==> config.mk <==
export PLATFORM = sky130hd
export DESIGN_NAME = sop_div
export DESIGN_NICKNAME = d
export VERILOG_FILES = /design/src/hdl/segment_overlap_percent_assert.svh /design/src/hdl/sop_pkg.sv /design/src/hdl/sop_div.sv
export SDC_FILE = /design/constraint.sdc
export NUM_CORES = 1
export LEC_CHECK = 0
export CAP_MARGIN = 20
export CELL_PAD_IN_SITES_DETAIL_PLACEMENT = 1
export CELL_PAD_IN_SITES_GLOBAL_PLACEMENT = 1
export CORE_ASPECT_RATIO = 0.5
export CORE_UTILIZATION = 54
export DETAILED_ROUTE_END_ITERATION = 8
export DONT_BUFFER_PORTS = 1
export MAX_ROUTING_LAYER = met4
export PLACE_DENSITY_LB_ADDON = 0.3
export SLEW_MARGIN = 20
export SYNTH_ARGS = -nofsm -noshare
export SYNTH_HDL_FRONTEND = slang
export SYNTH_SLANG_ARGS = --single-unit
==> constraint.sdc <==
create_clock -name clk -period 7.2 [get_ports clk]
set_input_delay 0 -clock clk [delete_from_list [all_inputs] [get_ports clk]]
set_output_delay 0 -clock clk [all_outputs]
set_load 0.05 [all_outputs]
==> src/hdl/segment_overlap_percent_assert.svh <==
// assertion macros for the segment overlap block
// expects clk and rst_n in the scope of use
`ifndef SEGMENT_OVERLAP_PERCENT_ASSERT_SVH
`define SEGMENT_OVERLAP_PERCENT_ASSERT_SVH

`define SOP_ASSERT_IMPLY(lbl, ante, cons, msg) \
    lbl: assert property (@(posedge clk) disable iff (!rst_n) (ante) |-> (cons)) \
        else $error(msg);

`define SOP_ASSERT_NEVER(lbl, cond, msg) \
    lbl: assert property (@(posedge clk) disable iff (!rst_n) !(cond)) \
        else $error(msg);

`endif

==> src/hdl/sop_pkg.sv <==
// shared types and constants of the segment overlap block
// no dependencies
package sop_pkg;

    typedef enum logic [1:0] {
        KIND_ZERO = 2'b00,
        KIND_FULL = 2'b01,
        KIND_PART = 2'b10
    } kind_t;

    localparam int          QW           = 7;
    localparam logic [6:0]  FULL_PERCENT = 7'd100;
    localparam logic [6:0]  SAT_FACTOR   = 7'd101;
    localparam logic [7:0]  TOL_RESET    = 8'd11;

endpackage

==> src/hdl/sop_div.sv <==
// pipelined share divider: floor(100 * d / lb), saturated, one quotient bit per stage
// depends on sop_pkg
module sop_div #(
    parameter int RW = 14
) (
    input  logic           clk,
    input  logic           rst_n,
    input  logic           in_valid,
    input  sop_pkg::kind_t kind,
    input  logic [RW-1:0]  d,
    input  logic [RW-1:0]  lb,
    output logic           out_valid,
    output logic [6:0]     percent
);

    import sop_pkg::*;

    localparam int NW = RW + QW;

    logic          v1_reg, v2_reg, vo_reg;
    logic [NW-1:0] num1_reg, l1_reg;
    logic [RW-1:0] lb1_reg, lb2_reg;
    logic          lbz1_reg, lbz2_reg, sat2_reg;
    kind_t         kind1_reg, kind2_reg;
    logic [NW-1:0] rem2_reg;

    logic [QW-1:0] vs_reg;
    logic [NW-1:0] rem_s_reg  [QW];
    logic [QW-1:0] q_s_reg    [QW];
    logic [RW-1:0] lb_s_reg   [QW];
    logic          lbz_s_reg  [QW];
    logic          sat_s_reg  [QW];
    kind_t         kind_s_reg [QW];

    logic [NW-1:0] rem_in   [QW];
    logic [QW-1:0] q_in     [QW];
    logic [RW-1:0] lb_in    [QW];
    logic          lbz_in   [QW];
    logic          sat_in   [QW];
    kind_t         kind_in  [QW];
    logic [NW-1:0] rem_next [QW];
    logic [QW-1:0] q_next   [QW];
    logic [6:0]    percent_reg, percent_next;

    always_comb
    begin
        rem_in[0]  = rem2_reg;
        q_in[0]    = '0;
        lb_in[0]   = lb2_reg;
        lbz_in[0]  = lbz2_reg;
        sat_in[0]  = sat2_reg;
        kind_in[0] = kind2_reg;
        for (int k = 1; k < QW; k++)
        begin
            rem_in[k]  = rem_s_reg[k-1];
            q_in[k]    = q_s_reg[k-1];
            lb_in[k]   = lb_s_reg[k-1];
            lbz_in[k]  = lbz_s_reg[k-1];
            sat_in[k]  = sat_s_reg[k-1];
            kind_in[k] = kind_s_reg[k-1];
        end
    end

    always_comb
    begin
        logic [NW-1:0] sh;
        for (int k = 0; k < QW; k++)
        begin
            sh = NW'(lb_in[k]) << (QW - 1 - k);
            if (rem_in[k] >= sh)
            begin
                rem_next[k] = rem_in[k] - sh;
                q_next[k]   = {q_in[k][QW-2:0], 1'b1};
            end
            else
            begin
                rem_next[k] = rem_in[k];
                q_next[k]   = {q_in[k][QW-2:0], 1'b0};
            end
        end
    end

    always_comb
    begin
        case (kind_s_reg[QW-1])
            KIND_FULL: percent_next = FULL_PERCENT;
            KIND_PART:
            begin
                if (lbz_s_reg[QW-1])
                    percent_next = '0;
                else if (sat_s_reg[QW-1])
                    percent_next = FULL_PERCENT;
                else
                    percent_next = q_s_reg[QW-1];
            end
            default:   percent_next = '0;
        endcase
    end

    always_ff @(posedge clk or negedge rst_n)
    begin
        if (!rst_n)
        begin
            v1_reg <= 1'b0;
            v2_reg <= 1'b0;
            vs_reg <= '0;
            vo_reg <= 1'b0;
        end
        else
        begin
            v1_reg <= in_valid;
            v2_reg <= v1_reg;
            vs_reg <= {vs_reg[QW-2:0], v2_reg};
            vo_reg <= vs_reg[QW-1];
        end
    end

    always_ff @(posedge clk)
    begin
        num1_reg  <= NW'(d) * NW'(FULL_PERCENT);
        l1_reg    <= NW'(lb) * NW'(SAT_FACTOR);
        lb1_reg   <= lb;
        lbz1_reg  <= (lb == '0);
        kind1_reg <= kind;

        rem2_reg  <= num1_reg;
        sat2_reg  <= (num1_reg >= l1_reg);
        lb2_reg   <= lb1_reg;
        lbz2_reg  <= lbz1_reg;
        kind2_reg <= kind1_reg;

        for (int k = 0; k < QW; k++)
        begin
            rem_s_reg[k]  <= rem_next[k];
            q_s_reg[k]    <= q_next[k];
            lb_s_reg[k]   <= lb_in[k];
            lbz_s_reg[k]  <= lbz_in[k];
            sat_s_reg[k]  <= sat_in[k];
            kind_s_reg[k] <= kind_in[k];
        end

        percent_reg <= percent_next;
    end

    assign out_valid = vo_reg;
    assign percent   = percent_reg;

endmodule

==> reports/qor.txt <==
CP max-delay cell -> nand3_1
CP endpoint kind -> flop
hold slack -> 0.0259 ns
sequential-to-total area share from yosys stat -> 0.430
Largest register FFs -> 115
IO Count -> 41
Inserted Diodes -> 0
Placeable Area -> 0.0307 mm2
CTS tree -> yes
worst reg2reg path endpoint -> rem_s_reg[1][20]
WS Path Type -> reg -> reg
crit-path max cell delay -> 0.80 ns
initial antenna violation count -> 0
RSZ-0062 raised after global routing -> false
pin count of the biggest net entering global routing -> 31
clk buf depth -> 3
hold depth -> 1
Layout area overhead -> 11.4%
# Post-CTS Setup Buffers -> 0
Netlist cell types -> 67
post-detailed-route count of antenna-violating nets -> 0
Worst setup SP type -> flop
final WL -> 42.5 mm
async set-or-reset flop fraction in the synthesized netlist -> 0.0275
Filler cells -> 3330
Critical Path AT -> 4.08 ns
full die area -> 0.0324 mm2
Max Slew Vio Count -> 0
CP Max Fanout -> 26
number of flops mapped to enable cells by yosys -> 0
Hold Crit Endpoint -> kind1_reg[1]
top_reg_cell synth -> dfxtp_1
clk_lat worst skew -> 0.55 ns
Synth top area share -> 0.415
drt first-iter violations -> 514
placer congestion estimate -> 0.901
Vias/cell -> 5.54
drt wl/cell -> 19.1 um
number of H-tree levels -> 2
most frequent cell after synthesis -> dfxtp_1
Synth Warn # -> 0
gr ovfl total -> 0
Hold Path Class -> in -> reg
leak pwr -> 9.12 nW
Cell Chain, Critical Path -> inv_1 -> ha_1 -> fa_1 -> nand2b_1 -> a21boi_0 -> o21ai_0 -> a21oi_1 -> o211ai_1 -> nand3_1 -> o2111ai_1 -> xnor2_1
PwrDens -> 457 mW/mm2
Horiz. Die Dim -> 254 um
FF-to-FF path depth -> 11
Mapped Cells -> 1731
final worst clock skew -> 0.0353 ns
R2R Path Start -> rem_s_reg[0][5]
top cells by count, synth -> dfxtp_1 (354), inv_1 (246), ha_1 (231)
Yosys top cell by area -> dfxtp_1
Die Span Y -> 128 um
FP Rows -> 45
CTS sink cnt -> 364
Seq. cell area -> 0.00734 mm2
layout cells sized above 1 -> 0.0500
nets -> 2072
post-layout util -> 0.620
setup TNS -> 0 ns
DRC errors left -> 0
Clk pin slew, worst setup/hold paths -> 0.06 ns
max_slew headroom -> 0.304
most area-consuming cells after synthesis -> dfxtp_1 (41%), ha_1 (17%), inv_1 (5.4%)
Synth Cell Area -> 0.0171 mm2
flop2flop setup slack -> 3.53 ns
Final Cycle Share -> 0.510
Pre-Repair DR Iteration Count -> 5
final-report hold violation count -> 0
Fmax achieved -> 272 MHz
Final Critical Period -> 3.67 ns
outcome -> complete, no violations
Synth Area per Inst -> 9.87 um2
Total GRT Usage -> 0.280
hold_sp -> kind[1]
first-pass GRT wire length -> 70.0 mm
# port buffers -> 0
CP required -> 7.60 ns
initial core utilization -> 0.557
final setup vio count -> 0
peak supply drop -> 0.164 mV
multi-input logic area -> 0.00872 mm2
syn_nets -> 2027
routed vias -> 12300
worst slew pin tran -> 1.04 ns
CTS buffer count -> 34
Max Cap Viol -> 0
clock root cell -> clkbuf_16
flops & latches, synth -> 364
Post-DP HPWL -> 30.6 mm
number of global-route vias before repair -> 13800
[critical path: cells and delay by family (launching register included)]
family	cells	cell delay (ns)
AO/OA/AOI/OAI	5	1.29
AND/OR/NAND/NOR	2	0.97
adder cells (fa/ha/maj)	2	0.66
flip-flops	1	0.35
XOR/XNOR	1	0.21
buffers and inverters	1	0.06
[through the flow]
stage / setup slack (ns) / power [mW] / instance area, um2 / instances
after floorplan: 3.86 / 5.67 / 17100 / 1731
after global placement: 3.69 / 6.36 / 17500 / 2134
after detailed placement: 3.56 / 6.60 / 17500 / 2134
after CTS: 3.53 / 8.69 / 19000 / 2223
after global routing: 3.24 / 9.29 / 19000 / 2224
final: 3.53 / 8.70 / 19000 / 2224
[layer usage]
metal  wire [um]  global-route usage  part of all wire
met1       17800               0.304              0.42
met2       21900               0.523              0.52
met4        1430               0.102             0.034
met5           0                   -                 0
met3        1330              0.0402             0.031
[timing repair]
item                                   CTS  global route
endpoints found under the hold margin   45             1
resized for setup                        0             0
hold buffers                            28             1
[layout make-up]
| type | count | area share |
|---|---|---|
| Multi-Input combinational cell | 1099 | 0.458 |
| Clock buffer | 45 | 0.0511 |
| Clock inverter | 16 | 0.0130 |
| Tap cell | 423 | 0.0278 |
| Inverter | 247 | 0.0487 |
| Sequential cell | 364 | 0.386 |
| Timing Repair Buffer | 30 | 0.0156 |
[kinds of logic after synthesis]
group | share of synthesized area
AOI/OAI and AO/OA | 0.138
and+or+nand+nor | 0.0999
buffers and inverters | 0.0602
xor gates and xnor gates | 0.0503
DFF | 0.430
adders and majority gates | 0.207
muxes | 0.0152
[worst max-delay path by stage]
stage / from / to / cells past startpoint
global placement: lb[1] / l1_reg[17] / 15
global route: rem_s_reg[2][3] / rem_s_reg[3][11] / 11
finish: rem_s_reg[0][5] / rem_s_reg[1][20] / 11
CTS: lb_s_reg[3][1] / rem_s_reg[4][10] / 10
detailed placement: lb_s_reg[3][1] / rem_s_reg[4][10] / 10
floorplan: lb[1] / l1_reg[17] / 15
[cells in the final DEF (no fill, tap or decap), drive strengths merged, types with 8 or more instances in the layout]
master and n:
mux2 21, clkbuf 45, fa 32, o21a 25, a21o 48, o21bai 10
dlygate4sd3 29, ha 231, nand4 17, xor2 36, nand2b 28, dfrtp 10
or3 8, inv 249, o21ai 92, nor2 101, nand2 70, dfxtp 354
nor4 17, nor2b 23, nand3 21, a21oi 113, nor3 26, a21boi 12
o211ai 8, xnor2 62
[report_power, final]
part	total, mW	internal (mW)	switching [mW]
clock network	1.96	1.15	0.813
registers	3.04	2.63	0.407
logic	3.70	1.62	2.08
Note: power is estimated with default switching activity, not from simulation.
