**src/hdl/segment_overlap_percent_assert.svh**
```systemverilog
// assertion macros for the segment overlap block
// expects clk and rst_n in the scope of use
`ifndef SEGMENT_OVERLAP_PERCENT_ASSERT_SVH
`define SEGMENT_OVERLAP_PERCENT_ASSERT_SVH

`define SOP_ASSERT_IMPLY(lbl, ante, cons, msg) \
    lbl: assert property (@(posedge clk) disable iff (!rst_n) (ante) |-> (cons)) \
        else $error(msg);

`define SOP_ASSERT_NEVER(lbl, cond, msg) \
    lbl: assert property (@(posedge clk) disable iff (!rst_n) !(cond)) \
        else $error(msg);

`endif

```
**src/hdl/sop_isqrt.sv**
```systemverilog
// pipelined integer square root, one result bit per stage
// no package dependencies
module sop_isqrt #(
    parameter int IW = 27,
    localparam int RW = (IW + 1) / 2
) (
    input  logic          clk,
    input  logic          rst_n,
    input  logic          in_valid,
    input  logic [IW-1:0] radicand,
    output logic          out_valid,
    output logic [RW-1:0] root
);

    localparam int IW2 = 2 * RW;
    localparam logic [IW2-1:0] ONE = IW2'(1);

    logic [IW2-1:0] rem_reg   [RW];
    logic [IW2-1:0] root_reg  [RW];
    logic [IW2-1:0] rem_next  [RW];
    logic [IW2-1:0] root_next [RW];
    logic [IW2-1:0] v_in      [RW];
    logic [IW2-1:0] r_in      [RW];
    logic [RW-1:0]  vld_reg;
    logic [RW-1:0]  vld_next;

    always_comb
    begin
        v_in[0] = IW2'(radicand);
        r_in[0] = '0;
        for (int k = 1; k < RW; k++)
        begin
            v_in[k] = rem_reg[k-1];
            r_in[k] = root_reg[k-1];
        end
    end

    always_comb
    begin
        logic [IW2-1:0] b;
        for (int k = 0; k < RW; k++)
        begin
            b = ONE << (IW2 - 2 - 2 * k);
            if (v_in[k] >= r_in[k] + b)
            begin
                rem_next[k]  = v_in[k] - (r_in[k] + b);
                root_next[k] = (r_in[k] >> 1) + b;
            end
            else
            begin
                rem_next[k]  = v_in[k];
                root_next[k] = r_in[k] >> 1;
            end
        end
    end

    assign vld_next = {vld_reg[RW-2:0], in_valid};

    always_ff @(posedge clk or negedge rst_n)
    begin
        if (!rst_n)
            vld_reg <= '0;
        else
            vld_reg <= vld_next;
    end

    always_ff @(posedge clk)
    begin
        for (int k = 0; k < RW; k++)
        begin
            rem_reg[k]  <= rem_next[k];
            root_reg[k] <= root_next[k];
        end
    end

    assign out_valid = vld_reg[RW-1];
    assign root      = root_reg[RW-1][RW-1:0];

endmodule

```
**config.mk**
```make
export PLATFORM = sky130hd
export DESIGN_NAME = sop_isqrt
export DESIGN_NICKNAME = d
export VERILOG_FILES = /design/src/hdl/segment_overlap_percent_assert.svh /design/src/hdl/sop_isqrt.sv
export SDC_FILE = /design/constraint.sdc
export NUM_CORES = 1
export LEC_CHECK = 0
export BUFFER_PORTS_ARGS = -buffer_cell sky130_fd_sc_hd__buf_2
export CAP_MARGIN = 15
export CORE_MARGIN = 4
export CORE_UTILIZATION = 66
export DETAILED_ROUTE_END_ITERATION = 10
export PLACE_DENSITY = 0.84
export REMOVE_ABC_BUFFERS = 1
export SLEW_MARGIN = 20
export SYNTH_ARGS = -nofsm -noshare
export SYNTH_HDL_FRONTEND = slang
export SYNTH_SLANG_ARGS = --single-unit
```
**constraint.sdc**
```tcl
create_clock -name clk -period 7.4 [get_ports clk]
set_input_delay 0.37 -clock clk [delete_from_list [all_inputs] [get_ports clk]]
set_output_delay 0.37 -clock clk [all_outputs]
set_load 0.02 [all_outputs]
```
==> run_results.csv, run 1 <==
group,metric,value,unit
drt,drt-initial-drc-count,659,
clock_network,numCtsBuffers,45,
critical_path,cp_data_required_time,7.81,ns
timing,maxSlewViolCount,0,
timing,maxSlewHeadroom,36.0,%
logic_synthesis,synthMuxAreaShare,0.845,%
global_routing,grt_max_degree,37,
global_routing,grt_pass1_vias,12600,
drt,vias_per_cell,5.72,
layout,largest_register_ffs,364,
floorplanning,num_rows,59,
logic_synthesis,synthFlopType,"dfxtp_1",
layout,fin_nets,1902,
floorplanning,core,0.0261,sq mm
global_routing,track_usage,25.4,%
critical_path,cp_max_fo,28,
power,total_power,8.19,mW
critical_path,r2r_end,"rem_reg[1][83]",
critical_path,r2r_cells,9,
clock_network,root_buffer,"clkbuf_16",
timing,setup_tns,0,ns
global_routing,grt_overflow,0,
logic_synthesis,synth_compound_area_share,11.0,%
placement,hpwl,25100,um
floorplanning,die_w,171,um
logic_synthesis,synth_cell_types,77,
clock_network,clk_latency,0.55,ns
timing,skew,0.0154,ns
timing,rsz0062_at_grt,"no",
timing,period_share,46.3,%
timing,clock.fmax,292,MHz
logic_synthesis,ys_seq_elements,483,
logic_synthesis,seq_area_frac_synth,55.7,%
placement,gp_congestion,0.901,
logic_synthesis,synth_xor_xnor_area_share,7.12,%
min_path,hold_class,"input pin to async pin",
layout,num_antenna_cells,0,
floorplanning,io_pins,45,
clock_network,clockBufferDepth,3,
critical_path,path_class,"flop to flop",
layout,drive_gt1_share,8.49,%
timing,setup_viol,0,
clock_network,cts_tree,"done",
outcome,status,"complete, no violations",
global_routing,antenna_found_initial,0,
clock_network,clkTransAtPathRegs,0.06,ns
drt,drtPass1Iterations,5,
timing,layout_min_cycle_time,3.43,ns
job,drv_cap,0,
logic_synthesis,ys_top_cells_by_area,"dfxtp_1 54%, ha_1 8.2%, xor2_1 4.4%",
logic_synthesis,synthArstFlopShare,2.90,%
logic_synthesis,synth_edf_count,0,
layout,syn_to_final_growth,14.0,%
placement,portBuffers,44,
logic_synthesis,synth_area,0.0175,sq mm
power,ir_drop,0.306,mV
layout,multi_input_area,0.00709,sq mm
logic_synthesis,yosysWarnings,0,
drt,drt-total-wl,36900,um
clock_network,htree_levels,2,
logic_synthesis,yosysMostFrequentCell,"dfxtp_1",
global_routing,grt_pass1_wl,59900,um
critical_path,crit_path_end_kind,"flop",
logic_synthesis,synth_adder_area_share,8.23,%
logic_synthesis,synth.top_cell.area_share,53.7,%
logic_synthesis,synth_top_family_by_area,"simple AND/OR/NAND/NOR gates",
critical_path,reg2reg_from,"root_reg[1][37]",
drt,wl_per_cell,17.3,um
floorplanning,initial_core_util,67.1,%
timing,worst_slew_pin_slew,0.958,ns
critical_path,regToRegSetupSlack,3.97,ns
critical_path,critPathArrivalTime,3.84,ns
clock_network,clkSinkCount,483,
floorplanning,dieArea,0.0291,sq mm
drt,route.detailed.drc,0,
timing,hold_viol,0,
logic_synthesis,synth-simple-area-share,13.3,%
critical_path,cp-start-kind,"flop",
drt,vias,12200,
logic_synthesis,yosys.area.top_type,"dfxtp_1",
power,p_leak,9.12,nW
logic_synthesis,synthTopCellsByCount,"469 x dfxtp_1, 142 x inv_1, 115 x ha_1",
layout,fill_cells,1641,
power,powerDensity,411,mW/mm^2
layout,register_area,0.00974,sq mm
logic_synthesis,avgSynthCellArea,10.5,sq um
logic_synthesis,synth_cells,1659,
floorplanning,chipHeight,171,um
drt,detail-route-antenna-nets,0,
[layer usage]
layer	track usage (%)	vias to the layer above	part of all wire, %
li1	-	5942	-
met1	23.4	5736	35
met2	50.8	343	55
met3	3.67	146	3.5
met4	16.8	0	7.1
met5	0	-	0
[cell families after synthesis]
family,after synthesis
compound gates,302
xor+xnor,142
fa+ha+maj,115
buf+inv,167
flops,483
mux,14
other cells,1
simple gates,435
[cell usage in the layout (no fill, tap or decap), drive strengths merged, types with 6 or more instances in the layout]
cell type and instances:
ha 115, mux2i 8, o21a 27, bufinv 8, o21ai 113, nor2 70, nor4b 10, nor4 56
nor3 45, or2 10, xnor2 54, or3 27, clkinv 8, a211oi 18, and3 7, nand2b 19
a21o 23, buf 45, dlygate4sd3 29, or4 10, dfrtp 14, a211o 7, clkbuf 61, nor3b 7
a21oi 61, dfxtp 469, inv 145, nand4 17, xor2 88, mux2 6, nand3 10, o31ai 6
nand2 110, nor2b 17
[where the power goes]
part | internal (mW) | switching (mW) | total [mW]
combinational | 0.947 | 1.16 | 2.11
sequential | 3.21 | 0.406 | 3.62
clock | 1.50 | 0.962 | 2.46
[worst max path at each step]
stage                          startpoint             end  slack [ns]  cells past startpoint
final                     root_reg[1][37]  rem_reg[1][83]        3.97                      9
after global routing      root_reg[1][37]  rem_reg[1][77]        3.78                      9
after CTS                 root_reg[1][37]  rem_reg[1][83]        4.01                      9
after detailed placement  root_reg[1][37]  rem_reg[1][83]        4.05                      9
after global placement    root_reg[1][37]  rem_reg[1][77]        4.14                      9
after floorplan           root_reg[1][37]  rem_reg[1][77]        4.45                      9
[area by class of cell]
class / instances / area share [%]
Sequential cell: 483 / 48.9
Clock buffer: 61 / 6.41
Timing Repair Buffer: 74 / 2.60
Inverter: 143 / 2.69
Tap cell: 335 / 2.10
Clock inverter: 20 / 1.68
Multi-Input combinational cell: 1010 / 35.6
[critical path: stages (launching register included)]
cell and delay (ns):
dfxtp_1 0.33, inv_1 0.05, ha_1 0.39, a211o_1 0.34, a221o_1 0.41, a221o_1 0.37
a211oi_4 0.76, or2_0 0.36, nor4_1 0.12, xor2_1 0.15
[stage by stage]
stage / util [%] / instance area (sq um) / setup slack, ns / instances / hold slack [ns]
after CTS: 76.4 / 19900 / 4.01 / 2126 / 0.238
after global routing: 76.4 / 19900 / 3.78 / 2126 / 0.277
after detailed placement: 69.1 / 18000 / 4.05 / 2016 / 0.279
final: 76.4 / 19900 / 3.97 / 2126 / 0.241
after floorplan: - / 17400 / 4.45 / 1636 / 0.0744
after global placement: 69.1 / 18000 / 4.14 / 2016 / 0.260
[timing repair]
action / in CTS / in global routing
hold buffers: 29 / 0
buffers inserted: 0 / 0
resized for setup: 0 / 0
hold endpoints to repair: 42 / 0
endpoints found under the setup margin: 0 / 0
No activity file was read; power rests on OpenSTA's default activity.
==> inputs of run 2 (changes only) <==
--- a/config.mk
+++ b/config.mk
@@ -5,12 +5,13 @@
 export SDC_FILE = /design/constraint.sdc
 export NUM_CORES = 1
 export LEC_CHECK = 0
+export ABC_AREA = 1
 export BUFFER_PORTS_ARGS = -buffer_cell sky130_fd_sc_hd__buf_2
 export CAP_MARGIN = 15
 export CORE_MARGIN = 4
-export CORE_UTILIZATION = 66
+export CORE_UTILIZATION = 57
 export DETAILED_ROUTE_END_ITERATION = 10
-export PLACE_DENSITY = 0.84
+export PLACE_DENSITY = 0.76
 export REMOVE_ABC_BUFFERS = 1
 export SLEW_MARGIN = 20
 export SYNTH_ARGS = -nofsm -noshare
==> constraint.sdc (replaced) <==
create_clock -name clk -period 2.9 [get_ports clk]
set_input_delay 0.145 -clock clk [delete_from_list [all_inputs] [get_ports clk]]
set_output_delay 0.145 -clock clk [all_outputs]
set_load 0.02 [all_outputs]
==> run 2 against run 1 <==
  * Die area is 38% higher
  * First-iteration DRC count up 69%
  * Area after synthesis increased by 21%
  * Critical path depth grew 3
  * Clock skew up 0.011 ns
  * Clock power grew to 2.6 times the previous value
  * Sequential share of layout area down 7.8 points
  * Routed wire length up 39%
  * Clock-buffer cell count rose by 2
  * Register-to-register slack worse by 3.4 ns
  * Fmax increased by 47%
==> run_results.csv, run 2 <==
group,metric,value,unit
outcome,status,"complete, no violations",
timing,layout_min_cycle_time,2.34,ns
floorplanning,num_rows,70,
critical_path,critPathArrivalTime,2.81,ns
logic_synthesis,yosys.area.top_type,"dfxtp_1",
drt,route.detailed.drc,0,
logic_synthesis,synth_cell_types,48,
job,drv_cap,0,
critical_path,reg2reg_from,"root_reg[1][62]",
critical_path,crit_path_end_kind,"flop",
layout,drive_gt1_share,8.32,%
logic_synthesis,seq_area_frac_synth,46.1,%
logic_synthesis,yosysWarnings,0,
timing,hold_slack,0.180,ns
timing,setup_tns,0,ns
drt,detail-route-antenna-nets,0,
floorplanning,dieArea,0.0402,sq mm
min_path,hold_class,"input pin to flop",
logic_synthesis,synthTopCellsByCount,"775 x nand2_1, 469 x dfxtp_1, 426 x inv_1",
global_routing,grt_max_degree,34,
global_routing,grt_overflow,0,
drt,drtPass1Iterations,5,
layout,final_common_cell,"nand2_1",
floorplanning,initial_core_util,57.7,%
critical_path,r2r_end,"rem_reg[1][88]",
logic_synthesis,synth_area,0.0211,sq mm
power,p_leak,12.0,nW
timing,skew,0.0269,ns
layout,largest_register_ffs,364,
logic_synthesis,ys_seq_elements,483,
logic_synthesis,synthArstFlopShare,2.90,%
drt,drt-initial-drc-count,1116,
logic_synthesis,ys_top_cells_by_area,"dfxtp_1 44%, nand2_1 14%, inv_1 7.6%",
logic_synthesis,yosysMostFrequentCell,"nand2_1",
logic_synthesis,synthFlopType,"dfxtp_1",
clock_network,clkTransAtPathRegs,0.06,ns
clock_network,clk_latency,0.60,ns
drt,vias,17200,
power,powerDensity,1070,mW/mm^2
clock_network,numCtsBuffers,48,
layout,num_antenna_cells,0,
layout,final_cell_mix,"775 x nand2_1, 469 x dfxtp_1, 426 x inv_1, 305 x nor2_1, 159 x nand3_1",
timing,hold_viol,0,
floorplanning,io_pins,45,
timing,period_share,80.6,%
drt,wl_per_cell,15.2,um
logic_synthesis,synth.top_cell.area_share,44.5,%
layout,fill_cells,3175,
layout,syn_to_final_growth,12.2,%
global_routing,antenna_found_initial,0,
clock_network,post_cts_resized,0,
drt,vias_per_cell,5.08,
critical_path,critPathLaunch,"root_reg[1][62]",
placement,hpwl,40300,um
timing,worst_slew_pin_slew,0.594,ns
logic_synthesis,synth_cells,2778,
critical_path,path_class,"flop to flop",
global_routing,grt_pass1_wl,83700,um
layout,fin_nets,3030,
timing,rsz0062_at_grt,"no",
critical_path,r2r_cells,12,
clock_network,cts_tree,"done",
timing,clock.fmax,428,MHz
global_routing,grt_pass1_vias,16900,
placement,gp_congestion,0.963,
power,ir_drop,0.608,mV
floorplanning,core,0.0366,sq mm
layout,multi_input_area,0.00949,sq mm
logic_synthesis,synth_edf_count,0,
placement,portBuffers,44,
floorplanning,chipHeight,200,um
timing,maxSlewHeadroom,60.3,%
clock_network,clkSinkCount,483,
floorplanning,die_w,200,um
critical_path,cp-start-kind,"flop",
logic_synthesis,avgSynthCellArea,7.60,sq um
global_routing,track_usage,25.3,%
critical_path,cp_max_fo,33,
layout,register_area,0.00974,sq mm
critical_path,cp_data_required_time,3.37,ns
critical_path,endpoint,"rem_reg[1][88]",
timing,maxSlewViolCount,0,
clock_network,clockBufferDepth,3,
timing,setup_viol,0,
drt,drt-total-wl,51400,um
clock_network,root_buffer,"clkbuf_16",
critical_path,regToRegSetupSlack,0.56,ns
clock_network,htree_levels,2,
run 2: cell types whose count changed after synthesis, sizes merged, moves of 24 or more:
cell / change
nand3: +152
nor2: +255
or3: -27
nand4: +29
o21a: -24
a21oi: +53
nor4: -50
xor2: -50
inv: +302
nand2: +684
run 2: layout make-up:
| type | count | share of cell area, % |
|---|---|---|
| flip-flops and latches | 483 | 41.1 |
| multi-input cells | 1829 | 40.0 |
| inverters | 446 | 7.07 |
| clock buffers | 63 | 5.69 |
| well taps | 468 | 2.47 |
| repair buffers | 77 | 2.29 |
| clock inverters | 24 | 1.35 |
run 2: critical path, cell delays in order (launching register included):
cell     delay [ns]
dfxtp_1        0.35
inv_1          0.05
ha_1           0.38
nand2_1        0.12
nor2_1         0.06
o21ai_1        0.19
nand2_1        0.14
nand2_1        0.12
nand2_2        0.10
nor2_8         0.41
inv_2          0.16
nand2_1        0.10
nand2_1        0.06
run 2: logic make-up after synthesis:
logic type                 count (synthesis)  synth area share [%]
other                                      1                0.0178
buffers and inverters                    467                  8.95
and+or+nand+nor                         1392                  28.0
AOI/OAI and AO/OA                        241                  6.81
xor gates and xnor gates                  79                  3.28
adders and majority gates                115                  6.81
DFF                                      483                  46.1
run 2: how the worst min path moves through the flow:
stage / cells after the start / startpoint / slack (ns) / end
after floorplan: 0 / rst_n / -0.15 / vld_reg[0]
after global routing: 2 / radicand[11] / 0.17 / rem_reg[0][11]
after global placement: 1 / rst_n / 0.04 / vld_reg[0]
after CTS: 2 / radicand[17] / 0.14 / rem_reg[0][17]
after detailed placement: 1 / rst_n / 0.04 / vld_reg[0]
final: 2 / radicand[0] / 0.18 / rem_reg[0][0]
run 2: what timing repair did:
action | in CTS | in global routing
setup buffers | 0 | 0
hold buffers | 30 | 0
endpoints found under the hold margin | 42 | 0
run 2: power breakdown:
group | switching, mW | internal, mW | total, mW
clock | 2.68 | 3.69 | 6.37
sequential | 1.28 | 8.31 | 9.58
combinational | 5.92 | 3.40 | 9.32
total | 9.88 | 15.4 | 25.3
run 2: metal layers:
layer  GRT usage (%)  vias up  part of all wire (%)
li1                -     8875                     -
met1            33.0     7861                    45
met2            43.9      382                    48
met3            3.10       91                   4.2
met4            8.41        0                   2.9
met5               0        -                     0
run 2: metrics by stage:
stage	cells	cell area (sq um)	util, %	power [mW]	setup slack, ns
floorplan	2758	20900	-	16.4	0.954
global placement	3273	21700	59.4	18.7	0.708
detailed placement	3273	21700	59.4	18.9	0.621
CTS	3390	23700	64.7	25.3	0.598
global route	3390	23700	64.7	27.1	0.332
finish	3390	23700	64.7	25.3	0.563
